===== src/rtl/core/fblx_pkg.sv =====
// ----------------------------------------------------------------------------
// Flow blocklist package
// Shared types, result codes and constants for the flow blocklist block.
// ----------------------------------------------------------------------------
`default_nettype none

package fblx_pkg;

  localparam int FBLX_TABLE_DEPTH = 32;

  localparam int KEY_W    = 64;
  localparam int EXPIRY_W = 33;
  localparam int IFACE_W  = 32;
  localparam int TIME_W   = 32;
  localparam int DUR_W    = 16;
  localparam int KIND_W   = 3;
  localparam int PADDR_W  = 3;

  localparam logic [DUR_W-1:0]   DURATION_RESET = 16'd60;
  localparam logic [KEY_W-1:0]   MIX_MUL        = 64'hff51afd7ed558ccd;
  localparam int                 MIX_SHIFT      = 33;

  localparam logic [PADDR_W-1:0] ADDR_BLOCK_DURATION = 3'd0;

  localparam logic [KIND_W-1:0] KIND_INSERTED   = 3'd0;
  localparam logic [KIND_W-1:0] KIND_REFRESHED  = 3'd1;
  localparam logic [KIND_W-1:0] KIND_FULL       = 3'd2;
  localparam logic [KIND_W-1:0] KIND_IGNORED    = 3'd3;
  localparam logic [KIND_W-1:0] KIND_RELEASED   = 3'd4;
  localparam logic [KIND_W-1:0] KIND_SWEEP_DONE = 3'd5;

  typedef struct packed {
    logic [KEY_W-1:0]    key;
    logic [EXPIRY_W-1:0] expiry;
    logic [IFACE_W-1:0]  iface;
  } entry_t;

endpackage

`default_nettype wire


===== src/rtl/core/fblx_cell.sv =====
// ----------------------------------------------------------------------------
// Flow table cell
// One table entry; passes its entry to the next cell of the ring on shift.
// ----------------------------------------------------------------------------
`default_nettype none

module fblx_cell (
  input  wire                    clk,
  input  wire                    rst_n,
  input  wire                    shift_en,
  input  wire fblx_pkg::entry_t  entry_in,
  output fblx_pkg::entry_t       entry_out
);
  import fblx_pkg::*;

  entry_t entry_r;

  always_ff @(posedge clk) begin
    if (!rst_n) begin
      entry_r <= '0;
    end else if (shift_en) begin
      entry_r <= entry_in;
    end
  end

  assign entry_out = entry_r;

endmodule

`default_nettype wire


===== config.mk =====
export PLATFORM = sky130hd
export DESIGN_NAME = fblx_cell
export DESIGN_NICKNAME = d
export VERILOG_FILES = /design/src/rtl/core/fblx_pkg.sv /design/src/rtl/core/fblx_cell.sv
export SDC_FILE = /design/constraint.sdc
export NUM_CORES = 1
export LEC_CHECK = 0
export BUFFER_PORTS_ARGS = -buffer_cell sky130_fd_sc_hd__buf_2
export CORE_MARGIN = 5
export CORE_UTILIZATION = 47
export DETAILED_ROUTE_END_ITERATION = 6
export PLACE_DENSITY_LB_ADDON = 0.05
export SETUP_SLACK_MARGIN = 0.4
export SYNTH_ARGS = -nofsm -noshare
export SYNTH_HDL_FRONTEND = slang
export SYNTH_SLANG_ARGS = --single-unit
export TNS_END_PERCENT = 5

===== constraint.sdc =====
create_clock -name clk -period 2 [get_ports clk]
set_input_delay 0.5 -clock clk [delete_from_list [all_inputs] [get_ports clk]]
set_output_delay 0.5 -clock clk [all_outputs]
set_load 0.03 [all_outputs]

Word level (Yosys, flattened, before mapping)
Cells that the tools add are included.
{"block": "totals", "reg_bits": 129, "in_bits": 132, "out_inout_bits": 129, "wordCells": 3}

Longest topological paths before layout
{"block": "depth", "ltp_word": 0, "ltp_mapped": 5, "mapped_depth_nobuf": 2}

Worst setup path after synthesis
No wires, ideal clock.
{"block": "synth_path", "kind": "input-to-reg", "start": "input port shift_en", "end": "register entry_r, in the netlist entry_out[100]", "setup_ps": 116, "arrival_time_ps": 1144, "required_time_ps": 1884, "setup_slack_ps": 740, "stages": 5, "path_buffers": 3, "cell_sequence": "buf_4 > buf_12 > buf_12 > mux2i_1 > nor2b_1"}
{"element": "from (decl)", "line_no": "fblx_cell.sv:10", "text": "input wire shift_en,"}
{"element": "to (signal assigned)", "line_no": "fblx_cell.sv:22", "text": "entry_r <= entry_in;"}
{"element": "to (decl)", "line_no": "fblx_cell.sv:16", "text": "entry_t entry_r;"}

Final worst setup path
{"block": "layout_path", "start": "register entry_r, in the netlist entry_out[113]", "end": "output port entry_out[113] (netlist bit)"}
{"element": "to (decl)", "line_no": "fblx_cell.sv:12", "text": "output fblx_pkg::entry_t entry_out"}
No word-level cell between the ends.

==> summary.md <==
| Metric | Value |
|---|---|
| Status | finished clean |
| CTS tree | built |
| Crit path time final | roughly 1.6 ns |
| Core area | 10370 um2 |
| Setup Skew | 0 ns |
| # rows | 37 |
| GP Congestion | between 0.7 and 0.8 |
| H-tree Lvls | 4 |
| Max Clk Rate | ~640 MHz |
| Die X | between 100 and 150 um |
| Crit. path cell count | 1 |
| GR Overflow Total | 0 |
| Worst path arrival time | between 1 and 1.5 ns |
| Setup TNS | 0 ns |
| Max FO, Critical Path | 2 |
| WL/cell | between 15 and 20 um |
| Starting Density | between 40% and 50% |
| Reg-to-reg setup timing slack | ~1.4 ns |
| Port Buffers | 260 |
| Syn_area_per_cell | between 10 and 15 um2 |
| CP max stage cell | dfxtp_1 |
| Worst hold path type | primary input to flop |
| Die height | around 110 um |
| Clk Latency, worst-skew pair | just over 0.5 ns |
| Mapped Area | 5000 um2 |
| R2r endpoint | entry_out[120]$_SDFFE_PN0P_ |
| Area post-placement | between 6000 and 7000 um2 |
| RSZ-0062 raised after global routing | yes |
| Yosys Warn Count | 0 |
| Netlist cell types | 8 |
| CP endpoint kind | output pin |
| Actual slew at the worst max-slew pin | 0.5140 ns |
| Detailed placement HPWL | roughly 9300 um |
| Clk root buf | clkbuf_8 |
| Proportion of layout cells with a drive suffix above 1 | approximately 43% |
| Crit start category | flop |
| GRT Overall Usage | about a fifth |
| # clock sinks | ~130 |
| Setup Viol. Count Final | 0 |
| Largest net degree at the start of global routing | between 60 and 70 |
| Mapped Cells | 416 |
| Final ANT Viol Nets | 0 |
| CP required | roughly 1.5 ns |
| Peak VDD IR | ~0.48 mV |
| Mapped Nets | around 550 |
| Top Ports | about 260 |
| Lkg Pwr | about 0.0035 uW |
| Commonest non-fill, non-tap cell in the layout | buf_2 |
| Post-synthesis register bit count | approximately 130 |
| First-pass GRT wire length | between 15000 and 20000 um |
| WL final | about 12000 um |
| DR iter-0 viols | between 100 and 150 |
| Vias | approximately 3700 |
| Vias in the first global route | between 3000 and 4000 |
| Slew Limit Fails | 0 |
| Period utilization | between 70% and 80% |
| Synth-to-Final Area Change | 36.89% |
| Via/cell ratio | about 4.5 |
| Reg clk slew, reported paths | ~0.060 ns |
| Final nets | about 800 |
| Critical path origin | entry_out[113]$_SDFFE_PN0P_ |
| CTS Buf Count | 17 |
| Initial antenna violation count | 1 |
| Pwr dens | between 900 and 1000 nW/um2 |
| Critical Path Sink | entry_out[113] |
| Max-cap viol count | 0 |
| Crit-path leading delay family | flip-flops |
| WP buf/inv | 1 |
| Die area | 12800 um2 |
| FF-to-FF Start | entry_out[120]$_SDFFE_PN0P_ |
| Crit path largest cell delay | about 0.35 ns |
| Clk buf depth | 2 |
| TritonRoute pass-1 iters | 4 |
| Final hold vios | 0 |
| FF-to-FF path depth | 2 |
| Cell chain of the critical path | clkbuf_4 |
| Final Cell Area | about 6800 um2 |
| Slew HR | between 60% and 70% |
| WS Path Type | flop to output pin |
| Most frequent cells in the layout | 254 x buf_2, 129 x mux2i_1, 129 x nor2b_1, 129 x dfxtp_1, 16 x clkbuf_16 |
| Max reg flops | approximately 130 |
| DRC Markers | 0 |
| Sequential fraction of the synthesis area | about half |
==> cells in the mapped netlist (all sizes together) <==
cell    number  share of area, %
dfxtp      129                52
mux2i      129                26
nor2b      129                16
buf         16               5.4
clkbuf      13              0.98
==> worst min-delay path by stage <==
stage | startpoint | end | slack [ns] | depth (start not counted)
final | entry_in[121] | entry_out[121]$_SDFFE_PN0P_ | 0.25 | 3
after global routing | entry_in[28] | entry_out[28]$_SDFFE_PN0P_ | 0.23 | 3
after detailed placement | entry_out[21]$_SDFFE_PN0P_ | entry_out[21]$_SDFFE_PN0P_ | 0.50 | 2
after CTS | entry_in[121] | entry_out[121]$_SDFFE_PN0P_ | 0.23 | 3
after global placement | entry_out[60]$_SDFFE_PN0P_ | entry_out[60]$_SDFFE_PN0P_ | 0.49 | 2
after floorplan | entry_out[117]$_SDFFE_PN0P_ | entry_out[117]$_SDFFE_PN0P_ | 0.64 | 2
==> logic make-up (layout without fill, tap and decap cells) <==
logic type    after synthesis  in the layout  synth area share, %
buf+inv                    29            296                6.381
flops                     129            129                51.65
mux                       129            129                25.83
other cells                 0              1                    0
simple gates              129            129                16.14
==> what timing repair did <==
item,4_1_cts,5_1_grt
buffers inserted,0,0
hold buffers,0,0
endpoints found under the setup margin,0,22
gates resized for setup,0,6
==> layout make-up <==
class / instances / area, um2
diodes: 1 / 2.502
repair buffers: 266 / 1415
well taps: 136 / 170.2
multi-input cells: 258 / 2098
fillers: 835 / 3526
clock inverters: 6 / 105.1
flip-flops and latches: 129 / 2582
clock buffers: 24 / 470.5
==> metrics by stage <==
step	hold WS (ns)	util [%]	power, uW	worst slack, ns	instances
2_1_floorplan	0.6405	-	3540	0.7401	416
3_3_place_gp	0.4910	60.30	3835	0.4799	789
3_5_place_dp	0.4970	60.30	3853	0.4357	789
4_1_cts	0.2345	65.85	6866	0.4004	819
5_1_grt	0.2310	66.00	7080	0.3826	820
6_report	0.2507	66.00	6798	0.4348	820
==> metal layers <==
metal / track usage [%] / up-vias / wire (um)
met1: 21.03 / 1628 / 4815
met3: 9.733 / 24 / 1425
met4: 8.253 / 0 / 311
li1: - / 1886 / -
met5: 0 / - / 0
met2: 30.29 / 166 / 5868
==> power by group <==
group	switching [uW]	leakage, uW	internal (uW)
sequential	72.4	0.00107	2730
combinational	591	0.00220	401
clock	1030	0.000285	1980
total	1690	0.00355	5110
==> worst reg2reg max path, delay by kind of cell, from the launching register on <==
family	cells	cell delay (ns)
AND/OR/NAND/NOR	1	0.15
flip-flops	1	0.35
multiplexers	1	0.07
Power figures use the tool's default switching activity.
