**src/rtl/core/fblx_pkg.sv**
```systemverilog
// ----------------------------------------------------------------------------
// Flow blocklist package
// Shared types, result codes and constants for the flow blocklist block.
// ----------------------------------------------------------------------------
`default_nettype none

package fblx_pkg;

  localparam int FBLX_TABLE_DEPTH = 32;

  localparam int KEY_W    = 64;
  localparam int EXPIRY_W = 33;
  localparam int IFACE_W  = 32;
  localparam int TIME_W   = 32;
  localparam int DUR_W    = 16;
  localparam int KIND_W   = 3;
  localparam int PADDR_W  = 3;

  localparam logic [DUR_W-1:0]   DURATION_RESET = 16'd60;
  localparam logic [KEY_W-1:0]   MIX_MUL        = 64'hff51afd7ed558ccd;
  localparam int                 MIX_SHIFT      = 33;

  localparam logic [PADDR_W-1:0] ADDR_BLOCK_DURATION = 3'd0;

  localparam logic [KIND_W-1:0] KIND_INSERTED   = 3'd0;
  localparam logic [KIND_W-1:0] KIND_REFRESHED  = 3'd1;
  localparam logic [KIND_W-1:0] KIND_FULL       = 3'd2;
  localparam logic [KIND_W-1:0] KIND_IGNORED    = 3'd3;
  localparam logic [KIND_W-1:0] KIND_RELEASED   = 3'd4;
  localparam logic [KIND_W-1:0] KIND_SWEEP_DONE = 3'd5;

  typedef struct packed {
    logic [KEY_W-1:0]    key;
    logic [EXPIRY_W-1:0] expiry;
    logic [IFACE_W-1:0]  iface;
  } entry_t;

endpackage

`default_nettype wire

```
**src/rtl/core/fblx_hash.sv**
```systemverilog
// ----------------------------------------------------------------------------
// Flow key hash unit
// Shift/xor/multiply mix; the 64-bit multiply runs as three 32x32 products.
// ----------------------------------------------------------------------------
`default_nettype none

module fblx_hash (
  input  wire                          clk,
  input  wire                          rst_n,
  input  wire                          start,
  input  wire [31:0]                   src_addr,
  input  wire [31:0]                   dst_addr,
  input  wire [15:0]                   dst_port,
  input  wire [7:0]                    protocol,
  output logic                         done,
  output logic [fblx_pkg::KEY_W-1:0]   key
);
  import fblx_pkg::*;

  logic [KEY_W-1:0] seed;
  logic [KEY_W-1:0] v_r;
  logic [KEY_W-1:0] acc_r, acc_nxt;
  logic [KEY_W-1:0] key_r;
  logic [1:0]       step_r;
  logic             busy_r;
  logic             done_r;
  logic [31:0]      mul_a, mul_b;
  logic [63:0]      prod;

  always_comb begin
    seed = {src_addr, dst_addr} ^ {32'd0, dst_port, 8'd0, protocol};
    seed = seed ^ (seed >> MIX_SHIFT);
  end

  always_comb begin
    mul_a = v_r[31:0];
    mul_b = MIX_MUL[31:0];
    case (step_r)
      2'd1:    mul_a = v_r[63:32];
      2'd2:    mul_b = MIX_MUL[63:32];
      default: ;
    endcase
    prod = mul_a * mul_b;
  end

  always_comb begin
    case (step_r)
      2'd0:    acc_nxt = prod;
      2'd1,
      2'd2:    acc_nxt = acc_r + {prod[31:0], 32'd0};
      default: acc_nxt = acc_r;
    endcase
  end

  always_ff @(posedge clk) begin
    if (!rst_n) begin
      busy_r <= 1'b0;
      done_r <= 1'b0;
      step_r <= 2'd0;
    end else begin
      done_r <= 1'b0;
      if (start) begin
        busy_r <= 1'b1;
        step_r <= 2'd0;
      end else if (busy_r) begin
        step_r <= step_r + 2'd1;
        if (step_r == 2'd3) begin
          busy_r <= 1'b0;
          done_r <= 1'b1;
        end
      end
    end
  end

  always_ff @(posedge clk) begin
    if (start) begin
      v_r <= seed;
    end
    if (busy_r) begin
      acc_r <= acc_nxt;
      if (step_r == 2'd3) begin
        key_r <= acc_r ^ (acc_r >> MIX_SHIFT);
      end
    end
  end

  assign done = done_r;
  assign key  = key_r;

endmodule

`default_nettype wire

```
**config.mk**
```make
export PLATFORM = sky130hd
export DESIGN_NAME = fblx_hash
export DESIGN_NICKNAME = d
export VERILOG_FILES = /design/src/rtl/core/fblx_pkg.sv /design/src/rtl/core/fblx_hash.sv
export SDC_FILE = /design/constraint.sdc
export NUM_CORES = 2
export LEC_CHECK = 0
export ABC_CLOCK_PERIOD_IN_PS = 23600
export BUFFER_PORTS_ARGS = -buffer_cell sky130_fd_sc_hd__buf_4
export CAP_MARGIN = 20
export CORE_ASPECT_RATIO = 1.2
export CORE_MARGIN = 2
export CORE_UTILIZATION = 69
export DETAILED_ROUTE_END_ITERATION = 16
export HOLD_SLACK_MARGIN = 0.08
export PLACE_DENSITY = 0.92
export SLEW_MARGIN = 20
export SYNTH_ARGS = -nofsm -noshare
export SYNTH_HDL_FRONTEND = slang
export SYNTH_SLANG_ARGS = --single-unit
```
**constraint.sdc**
```tcl
create_clock -name clk -period 23.6 [get_ports clk]
set_input_delay 2.36 -clock clk [delete_from_list [all_inputs] [get_ports clk]]
set_output_delay 2.36 -clock clk [all_outputs]
set_load 0.005 [all_outputs]
```
== Yosys cells after proc, flatten, opt, wreduce, memory -nomap -nowiden ==
Cells that the tools add are included.

* Memories kept: 0
* RAM bits: 0
* Latch bits: 0
* Word-level logic and storage cells: 31
* Output and inout port bits: 65
* Flip-flop bits (word level): 196
* Bits in read-only memories: 0

* Add/subtract/negate cells: 2
* Bitwise gates (word level): 5
* Divide/modulo/power cells: 0
* Equal/unequal tests: 3
* Multiply operators: 1
* Multiplexer cells: 7
* Order comparisons: 0
* Reduce and logical (&&, ||, !) cells: 7
* Shift-type cells: 0

{| class="wikitable"
|+ Operator list
! kind !! count
|-
| 64-bit one-hot mux with 2 select lines || 1
|-
| 64-bit by 31-bit bitwise XOR with 64-bit output || 2
|-
| 64-bit adder || 1
|-
| 32-bit by 32-bit multiplier with 64-bit output || 1
|-
| 64-bit by 32-bit bitwise XOR with 64-bit output || 1
|-
| 32-bit two-way mux || 1
|-
| 29-bit two-way mux || 1
|-
| 2-bit equality test (second input constant) || 2
|-
| 1-bit two-way mux || 4
|-
| 2-bit AND reduction || 2
|-
| 2-bit OR reduction || 2
|-
| 3-bit OR reduction || 1
|-
| 2-bit by 1-bit adder with 2-bit output (second input constant) || 1
|-
| 2-bit by 1-bit equality test with 1-bit output (second input constant) || 1
|-
| 2-bit logical NOT || 1
|-
| 1-bit inverter || 2
|-
| 2-bit nonzero test || 1
|}

== Logic depth before layout (Yosys ltp) ==
* Word-level depth: 5
* Gate-level depth with buffers: 40
* Depth with buffers taken out: 36

== Worst setup path before layout ==
OpenSTA, ideal clock, no wires.

* Kind: reg-to-reg
* Start: register step_r[1]
* End: register acc_r[61] (data pin)
* Data required time: 23.328 ns
* Arrival: 9.828 ns
* Path buffers: 5
* Path slack: 13.500 ns
* Clock period less this slack: 10.100 ns
* Stages on the path, launching flop included: 36
* Cells stage by stage: dfxtp_1 -> inv_1 -> ha_1 -> clkbuf_1 -> buf_1 -> clkbuf_1 -> mux2i_1 -> inv_1 -> ha_1 -> clkbuf_1 -> fa_1 -> fa_1 -> ha_1 -> ha_1 -> ha_1 -> inv_1 -> fa_1 -> fa_1 -> inv_1 -> ha_1 -> clkbuf_1 -> a21o_1 -> o32a_1 -> o31a_1 -> a221o_1 -> a21oi_1 -> xnor2_1 -> ha_1 -> a21o_1 -> a211o_1 -> a2111oi_0 -> o31ai_1 -> a21oi_1 -> or3_1 -> o41ai_1 -> or4_1

* Cells in the longest elaborated chain, start to end: 5

{| class="wikitable"
|+ RTL lines
! item !! RTL line !! RTL
|-
| start, declared || fblx_hash.sv:24 || <nowiki>logic [1:0] step_r;</nowiki>
|-
| start signal, assigned || fblx_hash.sv:66 || <nowiki>step_r <= step_r + 2'd1;</nowiki>
|-
| 2-bit by 1-bit equality test with 1-bit output or 2-bit equality test (tied branches) || fblx_hash.sv:38, fblx_hash.sv:47 ||
|-
| 32-bit two-way mux or 29-bit two-way mux (tied branches) || fblx_hash.sv:38 || <nowiki>case (step_r)</nowiki>
|-
| 32-bit by 32-bit multiplier with 64-bit output || fblx_hash.sv:43 || <nowiki>prod = mul_a * mul_b;</nowiki>
|-
| 64-bit adder || fblx_hash.sv:50 || <nowiki>2'd2: acc_nxt = acc_r + {prod[31:0], 32'd0};</nowiki>
|-
| 64-bit one-hot mux with 2 select lines * || fblx_hash.sv:47 || <nowiki>case (step_r)</nowiki>
|-
| named net acc_nxt[61] || fblx_hash.sv:22 || <nowiki>logic [KEY_W-1:0] acc_r, acc_nxt;</nowiki>
|-
| end signal, assigned || fblx_hash.sv:80 || <nowiki>acc_r <= acc_nxt;</nowiki>
|-
| end, declared || fblx_hash.sv:22 ||
|}

Mark *: on every way through the listed nets, which the timed path passes. The rest lies on a longest branch.
A chain may end at the register's enable or synchronous reset.

== Final worst setup path ==
Ends and elaborated chain as after synthesis.

==> flow_metrics.tcl <==
set metrics [dict create \
    start_kind "register" \
    synthCells 3086 \
    synth_nets 4273 \
    syn_area_um2 33700 \
    drt_iter0_drc 1991 \
    vias 23567 \
    max_freq_mhz 87.7 \
    die_w_um 206 \
    post-route-period-util 0.483 \
    tns_ns 0 \
    tightest_slew_ns 1.05 \
    wl_per_cell_um 25.0 \
    setup.worst_path.class "reg2reg" \
    core_um2 48100 \
    nets 4403 \
    synth_warnings 0 \
    numCtsBuffers 17 \
    hold_buffers 0 \
    htreeDepth 4 \
    syn_avg_cell_area_um2 10.9 \
    drv_cap 0 \
    cts.sinks 196 \
    cts_resized 0 \
    worst_ep_arrival_time_ns 11.65 \
    regToRegSetupSlack_ns 12.19 \
    dieArea_um2 50600 \
    area_growth_pct 7.53 \
    placed_cells 3827 \
    fin_crit_ns 11.41 \
    ioPinCount 156 \
    drive_gt1_frac 0.0814 \
    slew_headroom 0.279 \
    grt_pass1_wl_um 147000 \
    wl_um 96500 \
    clkTransAtPathRegs_ns 0.09 \
    critPathRequiredTime_ns 23.84 \
    rows 88 \
    dp_hpwl_um 81400 \
    synthArstFlopShare 0 \
    post_cts_buffers 0 \
    remaining_drc_errors 0 \
    synth_edf_count 192 \
    hold_ws_ns 0.434 \
    cts_max_path_buffers 2 \
    cpPeakStageDelay_ns 0.69 \
    crit_slowest_cell "mux2i_1" \
    finalHoldViolations 0 \
    slew_violations 0 \
    rsz0062_at_grt "no" \
    skew_ns 0.0201 \
    synth-seq-cells 196 \
    ant_nets 0 \
    antenna_found_initial 0 \
    root_buffer "clkbuf_16" \
    end_kind "register" \
    setup_viol 0 \
    vias_per_cell 6.11 \
    synth_flop_cell "edfxtp_1" \
    insertion_delay_ns 0.50 \
    fin_util 0.752 \
    fill_cells 3162 \
    cp_common_cell "fa_1" \
    status "finished clean" \
    min_path_type "reg2reg" \
    ys_seq_area_frac 0.174 \
    fin_cells 3860 \
    die_h_um 246 \
    worst-path-max-fanout 32 \
    first_pass_iters 7 \
    multiInputGateArea_um2 24800 \
    port_buffers 155 \
    cts_tree "yes" \
    ff_latch_area_um2 5850 \
    grt_pass1_vias 25796 \
    grt_usage 0.400 \
    start_util 0.700 \
    grt_remaining_overflow 0 \
    grt_max_degree 67 \
    gp_congestion 1.07 \
    synth_cell_type_count 76 \
]
metrics by stage:
stage / cell area, um^2 / setup WS (ns)
6_report: 36200 / 12.19
5_1_grt: 36200 / 11.68
4_1_cts: 36200 / 12.30
3_5_place_dp: 35600 / 12.37
3_3_place_gp: 35600 / 12.82
2_1_floorplan: 33700 / 13.50
logic make-up after synthesis:
| family | Yosys count | synth area share |
|---|---|---|
| adders and majority gates | 1096 | 0.549 |
| buffers and inverters | 808 | 0.0901 |
| and+or+nand+nor | 390 | 0.0553 |
| AOI/OAI and AO/OA | 372 | 0.0709 |
| DFF | 196 | 0.174 |
| xor gates and xnor gates | 176 | 0.0458 |
| muxes | 48 | 0.0149 |
metal layers:
layer  global-route usage  vias up  share of wire
met4                0.267        0          0.081
met3               0.0659      398          0.077
met5                    0        -              0
met1                0.492    11758           0.36
li1                     -    10067              -
met2                0.653     1344           0.48
cells in the mapped netlist (all sizes together), types with 5 or more instances:
cell	count	area [um^2]
clkbuf	62	233
mux2i	30	300
nand2	104	390
o22ai	5	45.0
xor2	72	631
a21oi	143	723
nor3	13	65.1
o31ai	8	65.1
ha	459	5740
o31a	5	43.8
and2	38	238
nand3	28	140
buf	7	27.5
mux2	18	203
or2	12	75.1
or3	8	50.1
o21a	11	82.6
nand2b	8	50.1
fa	637	12800
and3	15	93.8
inv	737	2770
nor2	119	454
nor2b	11	68.8
a21o	44	330
o21bai	28	210
edfxtp	192	5770
a31oi	7	50.1
nand4	21	131
o211ai	9	67.6
a211oi	10	80.1
o21ai	65	329
xnor2	104	911
cell usage in the layout (no fill, tap or decap), drive strengths merged, types with 15 or more instances in the layout:
cell type / netlist / layout
clkbuf: 62 / 17
a21o: 44 / 44
nor2: 119 / 119
o21ai: 65 / 65
fa: 637 / 637
nand3: 28 / 28
ha: 459 / 459
xnor2: 104 / 104
nand2: 104 / 104
inv: 737 / 747
o21bai: 28 / 28
and2: 38 / 38
edfxtp: 192 / 192
mux2: 18 / 18
nand4: 21 / 21
mux2i: 30 / 30
and3: 15 / 15
buf: 7 / 180
a21oi: 143 / 143
xor2: 72 / 72
path summary, 6_finish.rpt:
| kind | start | endpoint | cells past startpoint |
|---|---|---|---|
| hold reg to reg | acc_r[31] | key[31] | 0 |
| setup reg to reg | step_r[1] | acc_r[61] | 31 |
| hold / removal | acc_r[31] | key[31] | 0 |
| setup / recovery | step_r[1] | acc_r[61] | 31 |
critical path, delay by kind of cell (launching register included):
kind            cells  cell delay [ns]
mux                 1             0.69
buf+inv             6             1.32
compound gates      8             2.32
flops               1             0.37
fa+ha+maj          11             4.49
xor+xnor            1             0.44
simple gates        4             1.46
registers in the layout (all words and copies together) (netlist names):
register  flops
acc_r        64
key          64
v_r          64
step_r        2
busy_r        1
done          1
cell type report:
cell class | instances | share of cell area
clock inverter | 15 | 0.00608
inverter | 739 | 0.0766
tap | 630 | 0.0218
multi-input combinational | 2082 | 0.685
timing repair buffer | 180 | 0.0373
clock buffer | 17 | 0.0118
antenna | 1 | 0.0000691
sequential | 196 | 0.161
Power is not shown: default switching activity piles up to over one toggle a cycle in this logic, so the estimate is an artifact.
